===== src/rtl/core/mpt_pkg.sv =====
// package for the mailbox port table: types, status and opcode codes, defaults
// no dependencies
`default_nettype none
package mpt_pkg;

   localparam int PortCountDef = 16;
   localparam int RingDepthDef = 8;
   localparam int MaxWordsDef  = 4;
   localparam int WordBits     = 64;
   localparam int MsgBits      = 2 * WordBits + 3 + 4 * WordBits;

   localparam logic [1:0] OP_CREATE  = 2'd0;
   localparam logic [1:0] OP_SEND    = 2'd1;
   localparam logic [1:0] OP_RECEIVE = 2'd2;

   localparam logic [2:0] ST_OK          = 3'd0;
   localparam logic [2:0] ST_BAD_MESSAGE = 3'd1;
   localparam logic [2:0] ST_TABLE_FULL  = 3'd2;
   localparam logic [2:0] ST_BAD_PORT    = 3'd3;
   localparam logic [2:0] ST_QUEUE_FULL  = 3'd4;
   localparam logic [2:0] ST_WOULD_BLOCK = 3'd5;

   typedef struct packed {
      logic [1:0]  opcode;
      logic [63:0] target_port;
      logic [63:0] owner_tag;
      logic [63:0] msg_sender;
      logic [63:0] msg_label;
      logic [2:0]  msg_length;
      logic [63:0] msg_word0;
      logic [63:0] msg_word1;
      logic [63:0] msg_word2;
      logic [63:0] msg_word3;
   } req_type;

   typedef struct packed {
      logic [2:0]  status;
      logic [63:0] new_port;
      logic [63:0] out_sender;
      logic [63:0] out_label;
      logic [2:0]  out_length;
      logic [63:0] out_word0;
      logic [63:0] out_word1;
      logic [63:0] out_word2;
      logic [63:0] out_word3;
   } rsp_type;

   // controller to datapath commands
   typedef struct packed {
      logic lookup;   // latch request and evaluate
      logic commit;   // apply table update and memory access
      logic finish;   // load response register
   } cmd_type;

   // datapath to controller status
   typedef struct packed {
      logic is_read;  // ok receive: memory read in flight
   } stat_type;

endpackage
`default_nettype wire


===== src/rtl/core/mpt_ctrl.sv =====
// controller for the mailbox port table: sequences lookup, commit, response
// depends on mpt_pkg
`default_nettype none
module mpt_ctrl (
   input  wire logic              clock,
   input  wire logic              reset,
   input  wire logic              req_valid,
   output logic                   req_ready,
   output logic                   rsp_valid,
   input  wire logic              rsp_ready,
   input  wire mpt_pkg::stat_type stat,
   output mpt_pkg::cmd_type       cmd
);
   import mpt_pkg::*;

   typedef enum logic [1:0] {S_IDLE, S_EVAL, S_READ, S_RESP} state_type;
   state_type state_ff;

   // request is taken when idle, or when the held response leaves this cycle
   assign req_ready = (state_ff == S_IDLE) || (state_ff == S_RESP && rsp_ready);
   assign rsp_valid = (state_ff == S_RESP);

   always_comb begin
      cmd.lookup = req_valid && req_ready;
      cmd.commit = (state_ff == S_EVAL);
      cmd.finish = (state_ff == S_EVAL && !stat.is_read) || (state_ff == S_READ);
   end

   // state register
   always_ff @(posedge clock) begin
      if (reset) begin
         state_ff <= S_IDLE;
      end else begin
         case (state_ff)
            S_IDLE: if (req_valid) state_ff <= S_EVAL;
            S_EVAL: state_ff <= stat.is_read ? S_READ : S_RESP;
            S_READ: state_ff <= S_RESP;
            S_RESP: begin
               if (rsp_ready) state_ff <= req_valid ? S_EVAL : S_IDLE;
            end
            default: state_ff <= S_IDLE;
         endcase
      end
   end

`ifndef ASSERT_OFF
   a_read_follows_eval: assert property (@(posedge clock) disable iff (reset)
      state_ff == S_READ |-> $past(state_ff) == S_EVAL) else $error("read out of order");
   a_commit_once: assert property (@(posedge clock) disable iff (reset)
      cmd.commit |=> !cmd.commit) else $error("double commit");
   a_no_take_busy: assert property (@(posedge clock) disable iff (reset)
      (state_ff == S_EVAL || state_ff == S_READ) |-> !req_ready) else $error("take busy");
`endif
endmodule
`default_nettype wire


===== config.mk =====
export PLATFORM = sky130hd
export DESIGN_NAME = mpt_ctrl
export DESIGN_NICKNAME = d
export VERILOG_FILES = /design/src/rtl/core/mpt_pkg.sv /design/src/rtl/core/mpt_ctrl.sv
export SDC_FILE = /design/constraint.sdc
export NUM_CORES = 1
export LEC_CHECK = 0
export BUFFER_PORTS_ARGS = -buffer_cell sky130_fd_sc_hd__buf_4
export CAP_MARGIN = 0
export CORE_AREA = 2 2 39 41
export CTS_BUF_LIST = sky130_fd_sc_hd__clkbuf_8
export CTS_CLUSTER_DIAMETER = 60
export CTS_CLUSTER_SIZE = 12
export DETAILED_ROUTE_END_ITERATION = 6
export DIE_AREA = 0 0 41 43
export PLACE_DENSITY_LB_ADDON = 0.25
export REMOVE_ABC_BUFFERS = 1
export SLEW_MARGIN = 20
export SYNTH_ARGS = -nofsm -noshare
export SYNTH_HDL_FRONTEND = slang
export SYNTH_SLANG_ARGS = --single-unit

===== constraint.sdc =====
create_clock -name clock -period 1 [get_ports clock]
set_input_delay 0.15 -clock clock [delete_from_list [all_inputs] [get_ports clock]]
set_output_delay 0.15 -clock clock [all_outputs]
set_load 0.005 [all_outputs]

==> summary.md, run 1 <==
## Placed design
- **number of cells after detailed placement** 52
- **final weighted congestion in routability-driven placement** 0.633
- **quantity of I/O buffers inserted on ports** 9
- **total half-perimeter wirelength after legalization and detailed placement** 412 um

## Timing
- **hold slack final** 0.107 ns
- **Max Fclk** 739 MHz
- **Final Critical Period** 1.35 ns
- **hold violation total from the final report** 0
- **Slew Limit Headroom** 84.8%
- **setup repair after global routing missed its margin** true
- **final setup violation count** 7
- **final setup margin** -0.353 ns
- **part of the cycle the worst path needs** 135%
- **Max Slew Vio Count** 0
- **worst clock skew** 0.00227 ns
- **worst-margin pin slew** 0.228 ns
- **final sum of negative setup slack** -1.56 ns

## Synth
- **cell type contributing the most total cell area after synthesis** sky130_fd_sc_hd__ha_1
- **cell types with the largest area share after synthesis** sky130_fd_sc_hd__ha_1, sky130_fd_sc_hd__dfxtp_1, sky130_fd_sc_hd__a21o_1, sky130_fd_sc_hd__inv_1, sky130_fd_sc_hd__nand2b_4
- **yosys warns** 0
- **flip-flop cell with the highest count after synthesis** sky130_fd_sc_hd__dfxtp_1
- **Cells after Synth** 23
- **Post-Synthesis Mean Instance Area** 9.19 um^2
- **netlist area before placement** 211 um^2
- **Post-synth top cells** sky130_fd_sc_hd__ha_1, sky130_fd_sc_hd__inv_1, sky130_fd_sc_hd__a21o_1
- **count leader, synth** sky130_fd_sc_hd__ha_1
- **fraction of synthesis flops using an asynchronous set or reset pin** 0%
- **post-synth top area share** 29.6%
- **Unique masters post-synth** 13
- **number of flops mapped to enable cells by yosys** 0
- **proportion of synthesized chip area in sequential cells** 18.9%
- **number of storage elements in the synthesis netlist** 2

## Worst setup path
- **kind of start point of the critical path** flip-flop
- **Crit Path Class** flip-flop to output port
- **CP required** 0.85 ns
- **cell-by-cell trace of the critical path** buf_6, ha_4, buf_6, a21o_1, buf_6
- **Reg2Reg Capture Point** state_ff[0]
- **type of destination of the critical path** output port
- **standard cell with the maximum stage delay on the critical path** sky130_fd_sc_hd__dfxtp_4
- **Crit path max-delay family** flip-flops
- **Worst Reg-to-Reg Cells** 5
- **CP Max Fanout** 4
- **WP data arrival** 1.20 ns
- **WP buf/inv** 3
- **worst reg-to-reg setup slack** -0.32 ns
- **delay of the slowest cell on the worst path** 0.36 ns
- **Reg2Reg Launch Point** state_ff[0]
- **most used cell along the critical path** sky130_fd_sc_hd__buf_6

## GRT
- **met3 track demand over resource** 4.71%
- **antenna violations before repair** 0
- **Total Routing Usage GR** 7.41%
- **maximum number of pins on one net before global-route repair** 5
- **met2 Usage GRT** 10.9%
- **final global-route overflow total** 0
- **wire length of the first global-routing pass** 834 um
- **number of global-route vias before repair** 212
- **GRT Max-Usage Layer** met2
- **met1 usage in global routing** 7.64%

## Final layout
- **number of flip-flops under the largest register name** 2
- **# nets final** 55
- **register containing the most flip-flops in the final layout** state_ff
- **post-route non-filler standard cell count** 59
- **share of cells above drive strength 1** 79.1%
- **area delta synth->final** 138%
- **registers with the highest flip-flop counts** state_ff (2)
- **count of inserted antenna diode cells** 0

## Run
- **max-capacitance violation count** 0

## Drt
- **violation count after the first detailed-routing iteration** 1
- **vias per std cell** 4.03
- **via count** 238
- **post-detailed-route count of antenna-violating nets** 0
- **detailed-route wire length per cell** 10.3 um
- **final routed wirelength across all metal layers** 608 um
- **residual DRC count** 0
- **drt pass-1 iters** 2

## Power
- **Worst VDD drop** 1.40 mV
- **P_leak** 0.231 nW
- **pwr/cell area** 3500 nW/um^2

## Hold path
- **launch point of the worst hold path** reset
- **depth of the worst hold-timing path** 2
- **Hold EP** state_ff[1]
- **Hold Crit Class** primary input to flip-flop

## Run status
- **outcome** finished with violations
- **failing checks** negative setup slack

## Floorplan
- **Die Outline Area** 1760 um^2
- **area of the core** 1380 um^2
- **Die X** 41 um
- **starting density of the core** 15.3%
- **Rows** 14
- **DIE HEIGHT** 43 um
- **Top-Level Pins** 10

## Clock network
- **Root Driver** sky130_fd_sc_hd__clkbuf_8
- **number of clock sinks** 2
- **Skew-Pair Late Insertion Delay** 0.21 ns
- **CTS clock-pin slew for the worst setup and hold paths** 0.03 ns
- **clock tree buffer depth** 2
- **cts bufs inserted** 3
- **CTS hold repair buffers** 0
- **TritonCTS clock tree** done
- **H-Tree Level Count** 1

-- area by class of cell --
cell class / count / area [um^2]
Multi-Input combinational cell: 17 / 224
Clock buffer: 3 / 41.3
Sequential cell: 2 / 47.5
Timing Repair Buffer: 17 / 150
Fill cell: 152 / 881
Inverter: 4 / 20.0
Tap cell: 16 / 20.0
-- report_power, final --
part	total [mW]	switching, mW	internal (mW)	leakage (nW)
clock	0.306	0.0525	0.253	0.0216
sequential	0.237	0.0850	0.151	0.0178
combinational	1.22	0.467	0.750	0.192
total	1.76	0.605	1.15	0.231
-- how the worst max path moves through the flow --
stage              to  cells past startpoint   startpoint  slack (ns)
6_report       cmd[0]                      5  state_ff[0]       -0.35
3_3_place_gp   cmd[2]                      5  state_ff[0]       -0.26
5_1_grt        cmd[2]                      5  state_ff[1]       -0.38
4_1_cts        cmd[2]                      4  state_ff[0]       -0.37
2_1_floorplan  cmd[2]                      4  state_ff[0]       -0.15
3_5_place_dp   cmd[2]                      5  state_ff[0]       -0.31
-- layout by cell type (no fill, tap or decap) --
cell and n:
sky130_fd_sc_hd__buf_4 11, sky130_fd_sc_hd__buf_6 6, sky130_fd_sc_hd__inv_1 2, sky130_fd_sc_hd__and2_4 1, sky130_fd_sc_hd__a221oi_4 1, sky130_fd_sc_hd__ha_4 3, sky130_fd_sc_hd__a21o_1 3, sky130_fd_sc_hd__dfxtp_4 2
sky130_fd_sc_hd__nand2b_4 1, sky130_fd_sc_hd__a21oi_2 2, sky130_fd_sc_hd__nand2b_1 1, sky130_fd_sc_hd__ha_1 2, sky130_fd_sc_hd__nand2b_2 1, sky130_fd_sc_hd__inv_4 2, sky130_fd_sc_hd__a311oi_2 1, sky130_fd_sc_hd__clkbuf_8 3
sky130_fd_sc_hd__nand3_1 1
-- stage by stage --
| stage | worst slack (ns) | util [%] | total power [mW] | instance area (um^2) |
|---|---|---|---|---|
| 5_1_grt | -0.383 | 36.3 | 1.91 | 503 |
| 3_5_place_dp | -0.311 | 23.8 | 0.911 | 329 |
| 4_1_cts | -0.370 | 31.6 | 1.51 | 438 |
| 2_1_floorplan | -0.146 | - | 0.542 | 211 |
| 3_3_place_gp | -0.265 | 23.8 | 0.900 | 329 |
| 6_report | -0.353 | 36.3 | 1.76 | 503 |
-- logic make-up (layout without fill, tap and decap cells) --
family	Yosys count	after routing	synth area share, %
buffers and inverters	4	24	7.10
adders and majority gates	5	5	29.6
AOI/OAI and AO/OA	7	7	25.4
DFF	2	2	18.9
and+or+nand+nor	5	5	18.9
-- what timing repair did --
item / 4_1_cts / 5_1_grt
buffers inserted: 2 / 2
gates resized for setup: 16 / 9
setup endpoints to repair: 7 / 7
pin swaps: 1 / 4
-- per-layer routing --
metal  vias to the layer above  part of all wire (%)
met4                         0                     0
met3                         0                   6.9
met1                       109                    41
li1                        119                     -
met5                         -                     0
met2                        10                    52
Power figures use the tool's default switching activity.
==> run 2: changes to the inputs <==
--- a/config.mk
+++ b/config.mk
@@ -5,6 +5,7 @@
 export SDC_FILE = /design/constraint.sdc
 export NUM_CORES = 1
 export LEC_CHECK = 0
+export ABC_AREA = 1
 export BUFFER_PORTS_ARGS = -buffer_cell sky130_fd_sc_hd__buf_4
 export CAP_MARGIN = 0
 export CORE_AREA = 2 2 39 41
==> constraint.sdc (replaced) <==
create_clock -name clock -period 1 [get_ports clock]
set_input_delay 0 -clock clock [delete_from_list [all_inputs] [get_ports clock]]
set_output_delay 0 -clock clock [all_outputs]
set_load 0.005 [all_outputs]
==> run 2 against run 1 <==
Compared with the run above:
- the run still ends with negative setup slack left
- design area decreased by 6.2%
- non-clock buffer count increased by 1
- hold slack improved by 0.065 ns
==> summary.md, run 2 <==
## Drt
- **drt pass-1 iters** 4, +2
- **violation count after the first detailed-routing iteration** 2, +1
- **detailed-route wire length per cell** 7.16 um, -31%
- **via count** 240, +0.84%
- **residual DRC count** 0, unchanged
- **final routed wirelength across all metal layers** 487 um, -20%
- **post-detailed-route count of antenna-violating nets** 0, unchanged
- **vias per std cell** 3.53, -13%

## Clock network
- **clock tree buffer depth** 2, unchanged
- **number of clock sinks** 2, unchanged
- **TritonCTS clock tree** done
- **Skew-Pair Late Insertion Delay** 0.21 ns, about the same
- **Root Driver** sky130_fd_sc_hd__clkbuf_8
- **CTS clock-pin slew for the worst setup and hold paths** 0.03 ns, about the same
- **cts bufs inserted** 3, unchanged
- **H-Tree Level Count** 1, unchanged

## Placed design
- **Post-Place Worst Slack** -0.156 ns, +0.155 ns
- **final weighted congestion in routability-driven placement** 0.755, +19%
- **total half-perimeter wirelength after legalization and detailed placement** 353 um, -14%
- **number of cells after detailed placement** 61, +17%
- **quantity of I/O buffers inserted on ports** 9, unchanged

## GRT
- **Total Routing Usage GR** 6.91%, -0.50 points
- **number of global-route vias before repair** 218, +2.8%
- **final global-route overflow total** 0, unchanged
- **maximum number of pins on one net before global-route repair** 5, unchanged
- **wire length of the first global-routing pass** 793 um, -4.9%
- **antenna violations before repair** 0, unchanged

## Floorplan
- **Rows** 14, unchanged
- **Die X** 41 um, unchanged
- **Top-Level Pins** 10, unchanged
- **starting density of the core** 15.4%, +0.090 points
- **area of the core** 1380 um^2, unchanged
- **Die Outline Area** 1760 um^2, unchanged
- **DIE HEIGHT** 43 um, unchanged

## Synth
- **fraction of the mapped netlist area in simple logic gates** 26.5%, +7.5 points
- **fraction of the mapped netlist area in compound gates** 11.2%, -14 points
- **number of flops mapped to enable cells by yosys** 0, unchanged
- **cell types with the largest area share after synthesis** sky130_fd_sc_hd__ha_1, sky130_fd_sc_hd__dfxtp_1, sky130_fd_sc_hd__inv_1, sky130_fd_sc_hd__nand2_2, sky130_fd_sc_hd__nand2_1
- **post-synthesis mux area share** 0%, unchanged
- **cell type contributing the most total cell area after synthesis** sky130_fd_sc_hd__ha_1
- **flip-flop cell with the highest count after synthesis** sky130_fd_sc_hd__dfxtp_1
- **Post-synth top cells** sky130_fd_sc_hd__inv_1, sky130_fd_sc_hd__ha_1, sky130_fd_sc_hd__nand2_1
- **number of storage elements in the synthesis netlist** 2, unchanged
- **netlist area before placement** 213 um^2, +0.59%
- **fraction of synthesis flops using an asynchronous set or reset pin** 0%, unchanged
- **Cells after Synth** 31, +35%
- **post-synth top area share** 29.4%, -0.17 points
- **largest family of logic cells by synthesized area** adder cells
- **Unique masters post-synth** 9, -4
- **Post-Synthesis Mean Instance Area** 6.86 um^2, -25%
- **yosys warns** 0, unchanged
- **Synth Area in XOR/XNOR** 0%, unchanged
- **post-synthesis share of cell area spent on full adders, half adders and majority gates** 29.4%, -0.17 points
- **proportion of synthesized chip area in sequential cells** 18.8%, -0.11 points
- **count leader, synth** sky130_fd_sc_hd__inv_1

## Final layout
- **post-route non-filler standard cell count** 68, +15%
- **registers with the highest flip-flop counts** state_ff (2)
- **count of inserted antenna diode cells** 0, unchanged
- **register containing the most flip-flops in the final layout** state_ff
- **area delta synth->final** 122%
- **most common cell after layout, fill and taps aside** sky130_fd_sc_hd__buf_4
- **number of flip-flops under the largest register name** 2, unchanged
- **core utilization of the finished layout** 34.1%, -2.3 points
- **share of cells above drive strength 1** 73.1%, -6.0 points
- **# nets final** 64, +16%
- **highest-count cells in the layout ignoring fill and taps** sky130_fd_sc_hd__buf_4, sky130_fd_sc_hd__nand2_2, sky130_fd_sc_hd__nand2_1, sky130_fd_sc_hd__inv_1
- **fill cell count** 152, unchanged

## Hold path
- **Hold Crit Class** primary input to flip-flop
- **Hold EP** state_ff[0]
- **launch point of the worst hold path** req_valid
- **depth of the worst hold-timing path** 5, +3

## Worst setup path
- **kind of start point of the critical path** flip-flop
- **type of destination of the critical path** output port
- **CP required** 1.00 ns, +0.15 ns
- **Crit Path Class** flip-flop to output port
- **WP data arrival** 1.16 ns, -0.04 ns
- **CP Max Fanout** 4, unchanged
- **Worst Reg-to-Reg Cells** 7, +2
- **Reg2Reg Capture Point** state_ff[0]
- **worst reg-to-reg setup slack** -0.13 ns, +0.19 ns
- **Reg2Reg Launch Point** state_ff[1]

## Run status
- **failing checks** negative setup slack
- **outcome** finished with violations

## Power
- **pwr/cell area** 3010 nW/um^2, -14%
- **P_leak** 0.237 nW, +2.6%
- **Worst VDD drop** 0.887 mV, -37%

## Timing
- **worst clock skew** 0.00110 ns, -0.00117 ns
- **part of the cycle the worst path needs** 116%, -19 points
- **final setup violation count** 7, unchanged
- **final sum of negative setup slack** -0.663 ns, +0.892 ns
- **final setup margin** -0.160 ns, +0.194 ns
- **hold violation total from the final report** 0, unchanged
- **Max Slew Vio Count** 0, unchanged
- **Max Fclk** 862 MHz, +17%
- **worst-margin pin slew** 0.146 ns, -0.0818 ns
- **setup repair after global routing missed its margin** true
- **Final Critical Period** 1.16 ns, -0.194 ns
- **Slew Limit Headroom** 90.2%, +5.5 points

## Run
- **max-capacitance violation count** 0, unchanged

-- run 2: cell types whose count changed after synthesis, moves of 2 or more --
| cell | change |
|---|---|
| sky130_fd_sc_hd__nand2_1 | +5 |
| sky130_fd_sc_hd__inv_1 | +4 |
| sky130_fd_sc_hd__nand2_2 | +4 |
| sky130_fd_sc_hd__a21o_1 | -3 |
| sky130_fd_sc_hd__a21oi_1 | +2 |
| sky130_fd_sc_hd__nor2_1 | +2 |
-- run 2: critical path, stage by stage (launching register included) --
cell                      delay, ns
sky130_fd_sc_hd__dfxtp_4       0.34
sky130_fd_sc_hd__buf_6         0.12
sky130_fd_sc_hd__ha_4          0.14
sky130_fd_sc_hd__a21oi_2       0.11
sky130_fd_sc_hd__buf_4         0.12
sky130_fd_sc_hd__inv_2         0.03
sky130_fd_sc_hd__buf_6         0.10
-- run 2: final cells by class --
| type | count | area, um^2 | share of cell area (%) |
|---|---|---|---|
| inverter | 8 | 32.5 | 6.90 |
| tap | 16 | 20.0 | 4.24 |
| multi-input combinational | 21 | 181 | 38.5 |
| sequential | 2 | 47.5 | 10.1 |
| clock buffer | 3 | 41.3 | 8.75 |
| timing repair buffer | 18 | 149 | 31.6 |
-- run 2: power breakdown --
part	internal [mW]	switching [mW]	leakage, nW
logic	0.533	0.373	0.197
clock network	0.254	0.0596	0.0216
registers	0.141	0.0572	0.0178
total	0.928	0.489	0.237
-- run 2: worst max-delay path by stage --
stage	endpoint	startpoint	depth (start not counted)
6_report	cmd[0]	state_ff[1]	6
5_1_grt	cmd[0]	state_ff[1]	6
4_1_cts	cmd[0]	state_ff[1]	6
3_5_place_dp	state_ff[0]	state_ff[0]	6
3_3_place_gp	state_ff[0]	state_ff[0]	6
2_1_floorplan	state_ff[0]	state_ff[1]	6
-- run 2: stage by stage --
step | hold WS [ns] | area [um^2] | power, mW
after floorplan | 0.0624 | 213 | 0.483
after global placement | 0.173 | 338 | 0.826
after detailed placement | 0.173 | 338 | 0.810
after CTS | 0.140 | 464 | 1.40
after global routing | 0.205 | 472 | 1.54
final | 0.172 | 472 | 1.42
-- run 2: cell families after synthesis --
kind of cell,after synthesis
compound gates,4
fa+ha+maj,5
buf+inv,8
flops,2
simple gates,12
-- run 2: metal layers --
layer	GRT usage [%]	vias up	wire (um)
li1	-	135	-
met1	7.64	99	192
met2	10.3	6	255
met3	1.57	0	39
met4	6.00	0	0
met5	0	-	0
-- run 2: what timing repair did --
action,4_1_cts,5_1_grt
setup endpoints to repair,7,7
gates resized for setup,18,3
pin swaps,2,2
hold endpoints to repair,1,0
hold buffers,1,0
setup buffers,3,0
